==> config.mk <==
export PLATFORM = sky130hd
export DESIGN_NAME = mono_last_note_key_tracker
export DESIGN_NICKNAME = d
export VERILOG_FILES = /design/src/design/mlnkt_pkg.sv /design/src/design/mono_last_note_key_tracker.sv /design/src/design/mlnkt_key_map.sv
export SDC_FILE = /design/constraint.sdc
export NUM_CORES = 1
export LEC_CHECK = 0
export BUFFER_PORTS_ARGS = -buffer_cell sky130_fd_sc_hd__buf_2
export CAP_MARGIN = 20
export CORE_MARGIN = 8
export CORE_UTILIZATION = 55
export DETAILED_ROUTE_END_ITERATION = 10
export PLACE_DENSITY = 0.83
export SYNTH_ARGS = -nofsm -noshare
export SYNTH_HDL_FRONTEND = slang
export SYNTH_SLANG_ARGS = --single-unit
==> constraint.sdc <==
create_clock -name clk -period 2.99 [get_ports clk]
set_clock_uncertainty 0.05 [all_clocks]
set_input_delay 0.299 -clock clk [delete_from_list [all_inputs] [get_ports clk]]
set_output_delay 0.299 -clock clk [all_outputs]
set_load 0.03 [all_outputs]
==> src/design/mlnkt_pkg.sv <==
// shared types and constants of the monophonic last-note key tracker
package mlnkt_pkg;

	localparam int KEY_COUNT = 128;
	localparam int KEY_AW    = $clog2(KEY_COUNT);
	localparam int NOTE_W    = 7;
	localparam int VEL_W     = 7;
	localparam int COUNT_W   = 8;

	// status byte high nibbles that act
	localparam logic [3:0] NIB_NOTE_OFF = 4'h8;
	localparam logic [3:0] NIB_NOTE_ON  = 4'h9;

	// reported event codes
	typedef enum logic [1:0] {
		EV_NONE    = 2'd0,
		EV_PRESS   = 2'd1,
		EV_RELEASE = 2'd2
	} mlnkt_ev_t;

	// write port of the held-key map
	typedef struct packed {
		logic              en;
		logic [KEY_AW-1:0] addr;
		logic              held;
	} mlnkt_wr_t;

endpackage

==> src/design/mono_last_note_key_tracker.sv <==
// top level of the monophonic last-note key tracker
//
// One MIDI message per transfer on the s_axis channel; one result per message
// on the m_axis channel, in arrival order. Note-on (status nibble 9) and
// note-off (nibble 8) act, any channel; note-on with velocity zero releases.
// A note-on of a note other than the current one takes over and reports a
// press; releasing the current note reports a release.
//
// Throughput: one message per cycle while the receiver does not stall. The
// held-key map is a 128 x 1 memory with one read port and one write port and
// a registered read; the read is issued at acceptance and the write-back
// happens when the message leaves stage 1, with the write of the message ahead
// forwarded to the message behind when both touch the same key.
//
// Reset: all keys released, count zero, no current note; the map is cleared
// at once by per-entry valid bits, so messages are taken right after reset.
// Stall: the output register holds a result until m_axis_tready; the stage
// behind it holds one more message, and only then does s_axis_tready drop.
module mono_last_note_key_tracker
	import mlnkt_pkg::*;
(
	input  logic        clk,
	input  logic        arst_n,
	input  logic        s_axis_tvalid,
	output logic        s_axis_tready,
	// status_byte[7:0], note[14:8], velocity[21:15], zero[23:22]
	input  logic [23:0] s_axis_tdata,
	output logic        m_axis_tvalid,
	input  logic        m_axis_tready,
	// event_kind[1:0], event_note[8:2], event_velocity[15:9], keys_down[23:16],
	// playing_valid[24], playing_note[31:25], playing_velocity[38:32], zero[39]
	output logic [39:0] m_axis_tdata
);

	// input transfer fields
	logic [7:0]        in_status;
	logic [NOTE_W-1:0] in_note;
	logic [VEL_W-1:0]  in_vel;
	logic              in_fire;

	// stage 1 registers
	logic              valid_s1;
	logic [3:0]        kind_s1;
	logic [NOTE_W-1:0] note_s1;
	logic [VEL_W-1:0]  vel_s1;

	// tracker state
	logic [COUNT_W-1:0] total_q;
	logic               cur_valid_q;
	logic [NOTE_W-1:0]  cur_note_q;
	logic [VEL_W-1:0]   cur_vel_q;

	// output register
	logic               out_valid_q;
	logic [1:0]         out_kind_q;
	logic [NOTE_W-1:0]  out_note_q;
	logic [VEL_W-1:0]   out_vel_q;
	logic [COUNT_W-1:0] out_total_q;
	logic               out_cur_valid_q;
	logic [NOTE_W-1:0]  out_cur_note_q;
	logic [VEL_W-1:0]   out_cur_vel_q;

	// stage 1 logic
	logic               fire_s1;
	logic               held_s1;
	logic               is_on;
	logic               is_off;
	mlnkt_wr_t          map_wr;
	mlnkt_ev_t          ev_n;
	logic [NOTE_W-1:0]  ev_note_n;
	logic [VEL_W-1:0]   ev_vel_n;
	logic [COUNT_W-1:0] total_n;
	logic               cur_valid_n;
	logic [NOTE_W-1:0]  cur_note_n;
	logic [VEL_W-1:0]   cur_vel_n;

	assign in_status = s_axis_tdata[7:0];
	assign in_note   = s_axis_tdata[14:8];
	assign in_vel    = s_axis_tdata[21:15];

	// handshake: stage 1 drains into the output register when it is free
	assign fire_s1       = valid_s1 && (!out_valid_q || m_axis_tready);
	assign s_axis_tready = !valid_s1 || fire_s1;
	assign in_fire       = s_axis_tvalid && s_axis_tready;

	mlnkt_key_map u_key_map (
		.clk     (clk),
		.arst_n  (arst_n),
		.rd_en   (in_fire),
		.rd_addr (in_note),
		.wr      (map_wr),
		.rd_held (held_s1)
	);

	// stage 1 pipeline register
	always_ff @(posedge clk or negedge arst_n) begin
		if (!arst_n) begin
			valid_s1 <= 1'b0;
		end else if (s_axis_tready) begin
			valid_s1 <= s_axis_tvalid;
		end
	end

	always_ff @(posedge clk) begin
		if (in_fire) begin
			kind_s1 <= in_status[7:4];
			note_s1 <= in_note;
			vel_s1  <= in_vel;
		end
	end

	// decode and next state
	always_comb begin
		is_on       = (kind_s1 == NIB_NOTE_ON) && (vel_s1 != '0);
		is_off      = !is_on && ((kind_s1 == NIB_NOTE_ON) || (kind_s1 == NIB_NOTE_OFF));
		ev_n        = EV_NONE;
		ev_note_n   = '0;
		ev_vel_n    = '0;
		total_n     = total_q;
		cur_valid_n = cur_valid_q;
		cur_note_n  = cur_note_q;
		cur_vel_n   = cur_vel_q;
		if (is_on) begin
			if (!held_s1 && (total_q < COUNT_W'(KEY_COUNT))) begin
				total_n = total_q + 1'b1;
			end
			if (!cur_valid_q || (cur_note_q != note_s1)) begin
				cur_valid_n = 1'b1;
				cur_note_n  = note_s1;
				cur_vel_n   = vel_s1;
				ev_n        = EV_PRESS;
				ev_note_n   = note_s1;
				ev_vel_n    = vel_s1;
			end
		end else if (is_off) begin
			if (held_s1 && (total_q != '0)) begin
				total_n = total_q - 1'b1;
			end
			if (cur_valid_q && (cur_note_q == note_s1)) begin
				cur_valid_n = 1'b0;
				cur_note_n  = '0;
				cur_vel_n   = '0;
				ev_n        = EV_RELEASE;
				ev_note_n   = note_s1;
				ev_vel_n    = vel_s1;
			end
		end
		map_wr.en   = fire_s1 && (is_on || is_off);
		map_wr.addr = note_s1;
		map_wr.held = is_on;
	end

	// tracker state update
	always_ff @(posedge clk or negedge arst_n) begin
		if (!arst_n) begin
			total_q     <= '0;
			cur_valid_q <= 1'b0;
			cur_note_q  <= '0;
			cur_vel_q   <= '0;
		end else if (fire_s1) begin
			total_q     <= total_n;
			cur_valid_q <= cur_valid_n;
			cur_note_q  <= cur_note_n;
			cur_vel_q   <= cur_vel_n;
		end
	end

	// output register
	always_ff @(posedge clk or negedge arst_n) begin
		if (!arst_n) begin
			out_valid_q <= 1'b0;
		end else if (fire_s1) begin
			out_valid_q <= 1'b1;
		end else if (m_axis_tready) begin
			out_valid_q <= 1'b0;
		end
	end

	always_ff @(posedge clk) begin
		if (fire_s1) begin
			out_kind_q      <= ev_n;
			out_note_q      <= ev_note_n;
			out_vel_q       <= ev_vel_n;
			out_total_q     <= total_n;
			out_cur_valid_q <= cur_valid_n;
			out_cur_note_q  <= cur_note_n;
			out_cur_vel_q   <= cur_vel_n;
		end
	end

	assign m_axis_tvalid = out_valid_q;
	assign m_axis_tdata  = {1'b0, out_cur_vel_q, out_cur_note_q, out_cur_valid_q,
		out_total_q, out_vel_q, out_note_q, out_kind_q};

	// checks on the tracker state
	a_total_range: assert property (@(posedge clk) disable iff (!arst_n)
		total_q <= COUNT_W'(KEY_COUNT))
		else $error("held key count above key count");

	a_idle_zero: assert property (@(posedge clk) disable iff (!arst_n)
		!cur_valid_q |-> (cur_note_q == '0) && (cur_vel_q == '0))
		else $error("current note fields not cleared");

	a_press_takes_over: assert property (@(posedge clk) disable iff (!arst_n)
		fire_s1 && (ev_n == EV_PRESS) |=> cur_valid_q && (cur_note_q == $past(note_s1)))
		else $error("press did not take over the current note");

	a_release_clears: assert property (@(posedge clk) disable iff (!arst_n)
		fire_s1 && (ev_n == EV_RELEASE) |=> !cur_valid_q)
		else $error("release left a current note");

	a_output_holds: assert property (@(posedge clk) disable iff (!arst_n)
		out_valid_q && !m_axis_tready |=> out_valid_q && $stable(m_axis_tdata))
		else $error("stalled result changed");

endmodule

==> src/design/mlnkt_key_map.sv <==
// held-key map: synchronous memory with reset valid bits and write forwarding
module mlnkt_key_map
	import mlnkt_pkg::*;
(
	input  logic              clk,
	input  logic              arst_n,
	input  logic              rd_en,
	input  logic [KEY_AW-1:0] rd_addr,
	input  mlnkt_wr_t         wr,
	output logic              rd_held
);

	logic                mem [KEY_COUNT];
	logic [KEY_COUNT-1:0] valid_q;
	logic                rd_mem_q;
	logic                rd_vld_q;
	logic                fwd_hit_q;
	logic                fwd_val_q;

	// memory array, no reset
	always_ff @(posedge clk) begin
		if (wr.en) begin
			mem[wr.addr] <= wr.held;
		end
		if (rd_en) begin
			rd_mem_q <= mem[rd_addr];
		end
	end

	// entry valid bits, cleared at reset so every key reads as released
	always_ff @(posedge clk or negedge arst_n) begin
		if (!arst_n) begin
			valid_q   <= '0;
			rd_vld_q  <= 1'b0;
			fwd_hit_q <= 1'b0;
			fwd_val_q <= 1'b0;
		end else begin
			if (wr.en) begin
				valid_q[wr.addr] <= 1'b1;
			end
			if (rd_en) begin
				rd_vld_q  <= valid_q[rd_addr];
				// a write landing at the same edge as the read is forwarded
				fwd_hit_q <= wr.en && (wr.addr == rd_addr);
				fwd_val_q <= wr.held;
			end
		end
	end

	assign rd_held = fwd_hit_q ? fwd_val_q : (rd_vld_q & rd_mem_q);

endmodule

== Yosys cells after proc, flatten, opt, wreduce, memory -nomap -nowiden ==
Memory sizes are Yosys's and may differ from the RTL's. A register that Yosys moved wholly into a read port is not among the register bits.
Cells that the tools add are included.
Widths: inputs -> output; s select.

* Add/sub/neg operators: 2
* Eq/ne operators: 5
* Mux-type cells: 37
* Bitwise logic cells: 2
* $lt $le $gt $ge: 4
* Reduce and logical (&&, ||, !) cells: 23

{| class="wikitable"
|+ Operators with widths
! kind !! count
|-
| $or 128x128->128 || 1
|-
| $mux 7 || 16
|-
| $mux 8 || 4
|-
| $lt 7x8->1 const B || 2
|-
| $eq 7x7->1 || 2
|-
| $mux 1 || 12
|-
| $logic_and 1x1->1 || 10
|-
| $add 8x1->8 const B || 1
|-
| $eq 4x4->1 const B || 2
|-
| $lt 8x8->1 const B || 1
|-
| $reduce_bool 8->1 || 1
|-
| $sub 8x1->8 const B || 1
|-
| $bmux 1 s7 || 1
|-
| $demux 1 s7 || 1
|-
| $ge 7x1->1 const B || 1
|-
| $ne 7x7->1 || 1
|-
| $reduce_bool 7->1 || 1
|-
| $mux 2 || 3
|-
| $logic_not 1->1 || 5
|-
| $logic_or 1x1->1 || 5
|-
| $reduce_bool 2->1 || 1
|-
| $and 1x1->1 || 1
|}

* Memories kept: 1
* Word-level logic and storage cells: 94
* Input port bits: 28
* Flip-flop bits (word level): 213
* Memory bits (writable): 128
* Output and inout bits: 42

{| class="wikitable"
|+ Memory list
! name !! depth !! width !! read ports !! clocked after Yosys merged registers in !! write ports !! RTL line !! text
|-
| u_key_map.mem || 128 || 1 || 1 || 1 || 1 || mlnkt_key_map.sv:13 || <nowiki>logic mem [KEY_COUNT];</nowiki>
|}

== Logic depth before layout (Yosys ltp) ==
Gate-level depths: netlist of the first run.

* Depth after elaboration: 8
* Depth in mapped cells: 10
* Depth with buffers taken out: 7

== Hierarchy ==
From an unflattened synthesis of the first run, not the netlist that was laid out.

* Cell total of the unflattened synthesis: 1054
* Area, all modules: 14829.2 um2

{| class="wikitable"
|+ Modules (own cells, without submodules)
! module !! area an instance (um2) !! seq. area each (um2) !! times used !! cells an instance
|-
| mlnkt_key_map || 10979.3 || 7151.9 || 1 || 758
|-
| mono_last_note_key_tracker || 3849.9 || 2337.2 || 1 || 296
|}

== Worst setup path after synthesis of the first run ==
Ideal clock, no wire load.

* Path type: flip-flop to flip-flop
* Start: register kind_s1[1]
* End: register out_cur_note_q[5] (data pin)
* Stages on the path, launching flop included: 9
* Path slack: -0.188 ns
* Arrival time: 2.863 ns
* Buffers on the path: 3
* Data required time: 2.674 ns
* Period minus slack after synthesis: 3.178 ns
* Library setup time: 0.266 ns
* Cells stage by stage: edfxtp_1 > nor3b_1 > o211a_1 > buf_2 > and2_1 > buf_2 > buf_2 > mux2i_1 > nor2_1

* Longest elaborated chain between the ends: 6
* Elaborated cells on any way between the ends: 8
* Those cells by class: eq/ne (2); mux (2); reduce/logical (4)

{| class="wikitable"
|+ RTL lines
! element !! RTL line !! text
|-
| start, declared || mono_last_note_key_tracker.sv:43 || <nowiki>logic [3:0] kind_s1;</nowiki>
|-
| start signal, assigned || mono_last_note_key_tracker.sv:106 || <nowiki>kind_s1 <= in_status[7:4];</nowiki>
|-
| $eq 4x4->1 * || mono_last_note_key_tracker.sv:114 || <nowiki>is_on = (kind_s1 == NIB_NOTE_ON) && (vel_s1 != '0);</nowiki>
|-
| $logic_and 1x1->1 * || mono_last_note_key_tracker.sv:114 ||
|-
| named net is_on || mono_last_note_key_tracker.sv:66 || <nowiki>logic is_on;</nowiki>
|-
| $logic_not 1->1 || mono_last_note_key_tracker.sv:115 || <nowiki>is_off = !is_on && ((kind_s1 == NIB_NOTE_ON) || (kind_s1 == NIB_NOTE_OFF));</nowiki>
|-
| $logic_and 1x1->1 || mono_last_note_key_tracker.sv:115 ||
|-
| $mux 7 || mono_last_note_key_tracker.sv:135 || <nowiki>end else if (is_off) begin</nowiki>
|-
| $mux 7 * || mono_last_note_key_tracker.sv:123 || <nowiki>if (is_on) begin</nowiki>
|-
| named net cur_note_n[5] || mono_last_note_key_tracker.sv:74 || <nowiki>logic [NOTE_W-1:0] cur_note_n;</nowiki>
|-
| end signal, assigned || mono_last_note_key_tracker.sv:186 || <nowiki>out_cur_note_q <= cur_note_n;</nowiki>
|-
| end, declared || mono_last_note_key_tracker.sv:60 || <nowiki>logic [NOTE_W-1:0] out_cur_note_q;</nowiki>
|}

The timed path passes the listed nets; every way through them passes the cells marked *.
A chain may end at the register's enable or synchronous reset.

== Worst setup path in the final report of the first run ==
* Start: register vel_s1[3]
* End: register total_q[7]

* Longest elaborated chain between the ends: 6

{| class="wikitable"
|+ RTL lines
! element !! RTL line !! text
|-
| start, declared || mono_last_note_key_tracker.sv:45 || <nowiki>logic [VEL_W-1:0] vel_s1;</nowiki>
|-
| start signal, assigned || mono_last_note_key_tracker.sv:108 || <nowiki>vel_s1 <= in_vel;</nowiki>
|-
| $reduce_bool 7->1 * || mono_last_note_key_tracker.sv:114 ||
|-
| $logic_and 1x1->1 * || mono_last_note_key_tracker.sv:114 ||
|-
| $logic_not 1->1 || mono_last_note_key_tracker.sv:115 ||
|-
| $logic_and 1x1->1 || mono_last_note_key_tracker.sv:115 ||
|-
| $mux 8 || mono_last_note_key_tracker.sv:135 ||
|-
| $mux 8 * || mono_last_note_key_tracker.sv:123 ||
|-
| end signal, assigned || mono_last_note_key_tracker.sv:161 || <nowiki>total_q <= total_n;</nowiki>
|-
| end, declared || mono_last_note_key_tracker.sv:48 || <nowiki>logic [COUNT_W-1:0] total_q;</nowiki>
|}

Every way passes the cells marked *; elsewhere a longest branch is shown, timed or not.

==> reports/metrics.yaml, run 1 <==
global_route:
  grt_pass1_vias: 9449
  grt_remaining_overflow: 0
  antenna_found_initial: 0
  grt_pass1_wl_um: 53790
  grt_max_degree: 85
  grt_util_all_layers_pct: 20.87
synth:
  yosys_warnings: 0
  synth.cell_area_um2: 14740
  async_reset_ff_share_pct: 45.61
  yosys-top-cells-area: "edfxtp_1 38%, dfrtp_1 26%, mux4_2 11%, o21bai_1 6.5%, nor2_1 3.9%"
  synthesis.nets: 1050
  yosys.area.top_type: "edfxtp_1"
  ys.flop_type: "edfxtp_1"
  synth_top_area_share_pct: 37.90
  syn_area_per_cell_um2: 14.46
  ys_types: 59
  synth_edf_count: 186
  synth-seq-area-share_pct: 64.39
  syn_inst: 1019
  ys_seq_elements: 342
power:
  p_seq_share_pct: 51.3
  power_w: 0.01054
  p_leak_nw: 6.229
  p_int_w: 0.007956
  p_per_area_nw_per_um2: 635.3
  share_comb_of_total_power_pct: 10.5
  clock_power_share_pct: 38.2
  switching_share_pct: 24.51
  vdd_ir_drop_max_mv: 0.3874
  p_sw_w: 0.002583
floorplanning:
  die_w_um: 179.7
  io_pins: 70
  dieArea_um2: 32290
  coreArea_um2: 26650
  die_y_um: 179.7
  initial_core_util_pct: 55.30
  fp-row-count: 60
min_path:
  hold_path.class: "in2reg"
sta:
  max_freq_mhz: 371.9
  finalHoldViolCount: 0
  relSlewSlack_pct: 36.52
  finalSetupViolCount: 0
  min_period_over_period_pct: 89.93
  fin_tns_setup_ns: 0
  min_period_ns: 2.689
  drv_slew: 0
  setup_ws_ns: 0.3011
  worstMarginPinSlew_ns: 0.9522
  rsz0062_at_grt: "no"
drt:
  drt-total-wl_um: 33300
  viasPerCell: 6.253
  drc: 0
  first_pass_iters: 5
  post_drt_wl_per_cell_um: 23.06
  ant_nets: 0
  dr_total_vias: 9030
  drtIter0Drc: 877
cts:
  cts_tree: "done"
  cts_resized: 0
  root_buffer: "clkbuf_16"
  clk_pin_slew_ns: 0.06
  htree_levels: 2
  cts.sinks: 342
  cts_buffers: 34
  cts_max_path_buffers: 3
  clkLatencyLatePin_ns: 0.52
worst_setup_path:
  arrival_ns: 3.01
  crit_fanout: 11
  cp_num_buf_inv: 0
  crit_chain: "or4_1 > o21ai_1 > nand4_2 > o41ai_1 > o31ai_1"
  cp_slowest_cell: "or4_1"
  crit_required_ns: 3.31
  startpoint_type: "flop"
  crit_type: "reg2reg"
  critPathCaptureType: "flop"
  cpPeakStageDelay_ns: 0.63
  crit_family: "compound AO/OA/AOI/OAI gates"
layout:
  final_util_pct: 62.25
  num-nets-final: 1109
  drive_above_1_share_pct: 19.76
  antenna_cells: 0
  area_growth_pct: 12.56
  final_area_um2: 16590
place:
  dp_slack_ns: 0.1184
  io_buffers: 62
  dpl.hpwl_um: 19350
  place.gp.congestion: 0.7834
  dpl-instance-area_um2: 15420
job:
  maxCapViolCount: 0
status:
  outcome: "finished clean"
## per-stage QoR
| step | cells | hold WS, ns |
|---|---|---|
| 2_1_floorplan | 1019 | -0.04659 |
| 3_3_place_gp | 1370 | 0.3745 |
| 3_5_place_dp | 1370 | 0.3729 |
| 4_1_cts | 1444 | 0.04077 |
| 5_1_grt | 1444 | 0.06588 |
| 6_report | 1444 | 0.06108 |
## Yosys cell counts, types with 7 or more instances
cell type,number
xor2_1,13
buf_4,7
inv_1,7
nor2_1,155
nand2_1,31
dfrtp_1,156
mux4_2,69
buf_2,10
edfxtp_1,186
nor3_1,7
mux2i_1,31
xnor2_1,14
nand3_1,11
clkbuf_1,54
nor2b_1,8
a22o_1,14
o21bai_1,128
and2_1,16
buf_1,10
## cell families (layout without fill, tap and decap cells)
logic type / Yosys count / in the layout / synth area share [%]
multiplexers: 104 / 104 / 13.16
adder cells (fa/ha/maj): 3 / 3 / 0.2547
AO/OA/AOI/OAI: 183 / 183 / 9.424
other: 1 / 1 / 0.02544
AND/OR/NAND/NOR: 266 / 266 / 8.235
XOR/XNOR: 27 / 27 / 1.605
buffers and inverters: 93 / 177 / 2.912
flip-flops: 342 / 342 / 64.39
## placed cells by master (no fill, tap or decap), types with 5 or more instances in the layout
cell type and instances:
dlygate4sd3_1 13, buf_12 6, clkbuf_1 10, nor2_1 155, clkbuf_16 35, xor2_1 13
a2111oi_0 5, a22o_1 14, xnor2_1 14, nor2b_1 8, edfxtp_1 186, o21bai_1 128
a21oi_1 6, nand2b_1 6, nand3_1 11, dfrtp_1 156, and2_1 16, nand2_1 31
buf_2 59, inv_1 6, buf_4 30, mux2i_1 31, mux4_2 69, nor3_1 7
clkinv_1 8, nor4_1 5
## layer usage
layer / global-route usage, % / part of all wire [%]
met5: 0 / 0
met4: 7.703 / 3.2
met3: 5.121 / 7.9
met2: 34.16 / 48
met1: 26.87 / 40
## power by group through the flow
| stage | Combinational [W] | Clock [W] | Sequential [W] |
|---|---|---|---|
| 2_1_floorplan | 0.000665 | 0 | 0.00557 |
| 3_5_place_dp | 0.00109 | 0 | 0.00549 |
| 5_1_grt | 0.00120 | 0.00427 | 0.00543 |
| 3_3_place_gp | 0.00106 | 0 | 0.00548 |
| 4_1_cts | 0.00111 | 0.00407 | 0.00540 |
| 6_report | 0.00111 | 0.00403 | 0.00540 |
## worst min-delay path: cells and delay by family
family                 cells  cell delay, ns
AND/OR/NAND/NOR            2            0.19
buffers and inverters      1            0.08
## state kept, by name (all words and copies together), names as in the netlist
register,cells
out_kind_q,2
out_vel_q,7
out_cur_vel_q,7
u_key_map.valid_q,128
u_key_map.rd_vld_q,1
out_total_q,8
out_cur_valid_q,1
m_axis_tvalid,1
out_cur_note_q,7
cur_valid_q,1
u_key_map.mem,128
u_key_map.fwd_val_q,1
vel_s1,7
kind_s1,4
out_note_q,7
cur_vel_q,7
valid_s1,1
u_key_map.fwd_hit_q,1
cur_note_q,7
u_key_map.rd_mem_q,1
note_s1,7
total_q,8
## area by class of cell
type / count / area (um2)
timing repair buffer: 109 / 782.0
sequential: 342 / 9489
inverter: 7 / 30.03
clock buffer: 48 / 948.4
tap: 341 / 426.7
fill: 1836 / 10060
multi-input combinational: 584 / 4827
clock inverter: 13 / 86.33
## worst paths after layout
check,cells after the start,from,slack (ns),endpoint
worst min-delay path,3,m_axis_tready,0.06,m_axis_tvalid
worst max-delay path,5,vel_s1[3],0.30,total_q[7]
max in group asynchronous,3,arst_n,1.62,u_key_map.valid_q[21]
min in group asynchronous,2,arst_n,0.37,u_key_map.valid_q[46]
worst min register to register,1,u_key_map.valid_q[93],0.42,u_key_map.valid_q[93]
worst max register to register,5,vel_s1[3],0.30,total_q[7]
## repair_timing
action / in CTS / in global routing
hold buffers: 13 / 0
endpoints found under the hold margin: 94 / 0
setup buffers: 0 / 0
Power figures use the tool's default switching activity.
==> run 2, diff against run 1 <==
CORE_MARGIN = 2   (was 8)
==> reports/metrics.yaml, run 2 (synthesized netlist as in run 1, its figures left out) <==
layout:
  num-nets-final: 1121  # was 1,109
  multi_input_area_um2: 4832  # was 4827 um2
  reg_top3: "u_key_map.mem: 128 flops, u_key_map.valid_q: 128 flops"  # unchanged
  stdcell_count: 1450  # was 1,444
  final_util_pct: 64.05  # was 62.25%
  antenna_cells: 0  # unchanged
  ff_latch_area_um2: 9489  # unchanged
  mostFrequentLayoutCell: "edfxtp_1"  # unchanged
  final_cell_mix: "186 x edfxtp_1, 156 x dfrtp_1, 155 x nor2_1, 128 x o21bai_1, 69 x mux4_2"  # unchanged
  area_growth_pct: 13.89  # was 12.56%
  drive_above_1_share_pct: 21.35  # was 19.76%
  final_area_um2: 16780  # was 16,590 um2
  nFillCells: 1718  # was 1,836
global_route:
  grt_util_all_layers_pct: 24.42  # was 20.87%
  grt_remaining_overflow: 0  # unchanged
  antenna_found_initial: 0  # unchanged
  grt_max_degree: 129  # was 85
  grt_pass1_vias: 9482  # was 9,449
  grt_pass1_wl_um: 53120  # was 53,790 um
cts:
  cts.sinks: 342  # unchanged
  clkLatencyLatePin_ns: 0.51  # was 0.52 ns
  root_buffer: "clkbuf_16"  # unchanged
  cts_tree: "done"  # unchanged
  cts_max_path_buffers: 3  # unchanged
  clk_pin_slew_ns: 0.06  # about the same
  htree_levels: 2  # unchanged
  cts_buffers: 35  # was 34
worst_setup_path:
  critPathCaptureType: "flop"  # unchanged
  crit_required_ns: 3.14  # was 3.31 ns
  crit_fanout: 16  # was 11
  ff2ff_path_depth: 7  # was 5
  arrival_ns: 3.04  # was 3.01 ns
  startpoint_type: "flop"  # unchanged
  r2r_slack_ns: 0.10  # was 0.30 ns
  worstSetupEndpoint: "u_key_map.mem[39]"  # was total_q[7]
  crit_type: "reg2reg"  # unchanged
  crit_path_start: "m_axis_tvalid"  # was vel_s1[3]
  r2r_start: "m_axis_tvalid"  # was vel_s1[3]
  worstReg2RegEnd: "u_key_map.mem[39]"  # was total_q[7]
sta:
  min_period_ns: 2.889  # was 2.689 ns
  fin_tns_setup_ns: 0  # unchanged
  max_freq_mhz: 346.1  # was 371.9 MHz
  drv_slew: 0  # unchanged
  finalSetupViolCount: 0  # unchanged
  worstMarginPinSlew_ns: 1.018  # was 0.9522 ns
  relSlewSlack_pct: 32.13  # was 36.52%
  rsz0062_at_grt: "no"  # unchanged
  min_period_over_period_pct: 96.63  # was 89.93%
  finalHoldViolCount: 0  # unchanged
  hold_ws_ns: 0.07758  # was 0.06108 ns
floorplanning:
  die_y_um: 167.7  # was 179.7 um
  initial_core_util_pct: 56.24  # was 55.30%
  coreArea_um2: 26210  # was 26,650 um2
  dieArea_um2: 28120  # was 32,290 um2
  io_pins: 70  # unchanged
  fp-row-count: 59  # was 60
  die_w_um: 167.7  # was 179.7 um
status:
  outcome: "finished clean"  # unchanged
power:
  share_comb_of_total_power_pct: 10.3  # was 10.5%
  p_sw_w: 0.002619  # was 0.002583 W
  clock_power_share_pct: 40.3  # was 38.2%
  p_per_area_nw_per_um2: 652.8  # was 635.3 nW/um2
  p_seq_share_pct: 49.3  # was 51.3%
  switching_share_pct: 23.91  # was 24.51%
  p_leak_nw: 6.341  # was 6.229 nW
  vdd_ir_drop_max_mv: 0.4963  # was 0.3874 mV
  p_int_w: 0.008338  # was 0.007956 W
drt:
  first_pass_iters: 5  # unchanged
  viasPerCell: 6.300  # was 6.253
  drtIter0Drc: 1005  # was 877
  ant_nets: 0  # unchanged
  dr_total_vias: 9135  # was 9,030
  drc: 0  # unchanged
  drt-total-wl_um: 33560  # was 33,300 um
  post_drt_wl_per_cell_um: 23.15  # was 23.06 um
min_path:
  hold_path.class: "in2reg"  # unchanged
place:
  io_buffers: 62  # unchanged
  place.gp.congestion: 0.8281  # was 0.7834
  dpl.hpwl_um: 18740  # was 19,350 um
  dpl-instance-area_um2: 15450  # was 15,420 um2
  dp.cells: 1374  # was 1,370
job:
  maxCapViolCount: 0  # unchanged
[run 2: metal layers]
| metal | GRT usage (%) | part of all wire [%] |
|---|---|---|
| met1 | 32.80 | 40 |
| met2 | 40.83 | 49 |
| met4 | 8.318 | 2.8 |
| met5 | 0 | 0 |
| met3 | 4.396 | 7.9 |
[run 2: how the worst min path moves through the flow]
stage	startpoint	to	depth (start not counted)
floorplan	arst_n	cur_note_q[0]	0
global placement	arst_n	u_key_map.valid_q[31]	1
detailed placement	arst_n	u_key_map.valid_q[31]	1
CTS	m_axis_tready	valid_s1	3
global route	m_axis_tready	valid_s1	3
finish	m_axis_tready	m_axis_tvalid	3
[run 2: final cells by class]
class                   instances  share of cell area (%)
clock buffers                  53                   6.232
clock inverters                 9                  0.7231
inverters                       7                  0.1789
multi-input cells             584                   28.79
flip-flops and latches        342                   56.53
well taps                     335                   2.497
repair buffers                120                   5.047
[run 2: power by group through the flow]
stage | Sequential [W] | Clock, W | Combinational (W)
4_1_cts | 0.00540 | 0.00447 | 0.00112
3_3_place_gp | 0.00547 | 0 | 0.00106
6_report | 0.00540 | 0.00442 | 0.00113
5_1_grt | 0.00543 | 0.00468 | 0.00122
2_1_floorplan | 0.00557 | 0 | 0.000665
3_5_place_dp | 0.00548 | 0 | 0.00108
[run 2: metrics by stage]
stage	setup WS, ns	total power, W
final	0.1008	0.01096
after global routing	0.02306	0.01134
after CTS	0.2442	0.01099
after detailed placement	0.1845	0.006569
after global placement	0.1951	0.006534
after floorplan	0.1956	0.006236
[run 2: timing repair]
item / 4_1_cts / 5_1_grt
endpoints found under the setup margin: 0 / 1
hold buffers: 13 / 0
endpoints found under the hold margin: 71 / 0
buffers inserted: 0 / 0
resized for setup: 0 / 1
[run 2: critical path, stage by stage, from the launching register on]
cell and delay (ns):
dfrtp_1 0.39, nand2b_1 0.11, nand2_1 0.36, clkinvlp_4 0.22, nand2_1 0.12, nor3_1 0.48
nand2_1 0.55, nor2_1 0.28
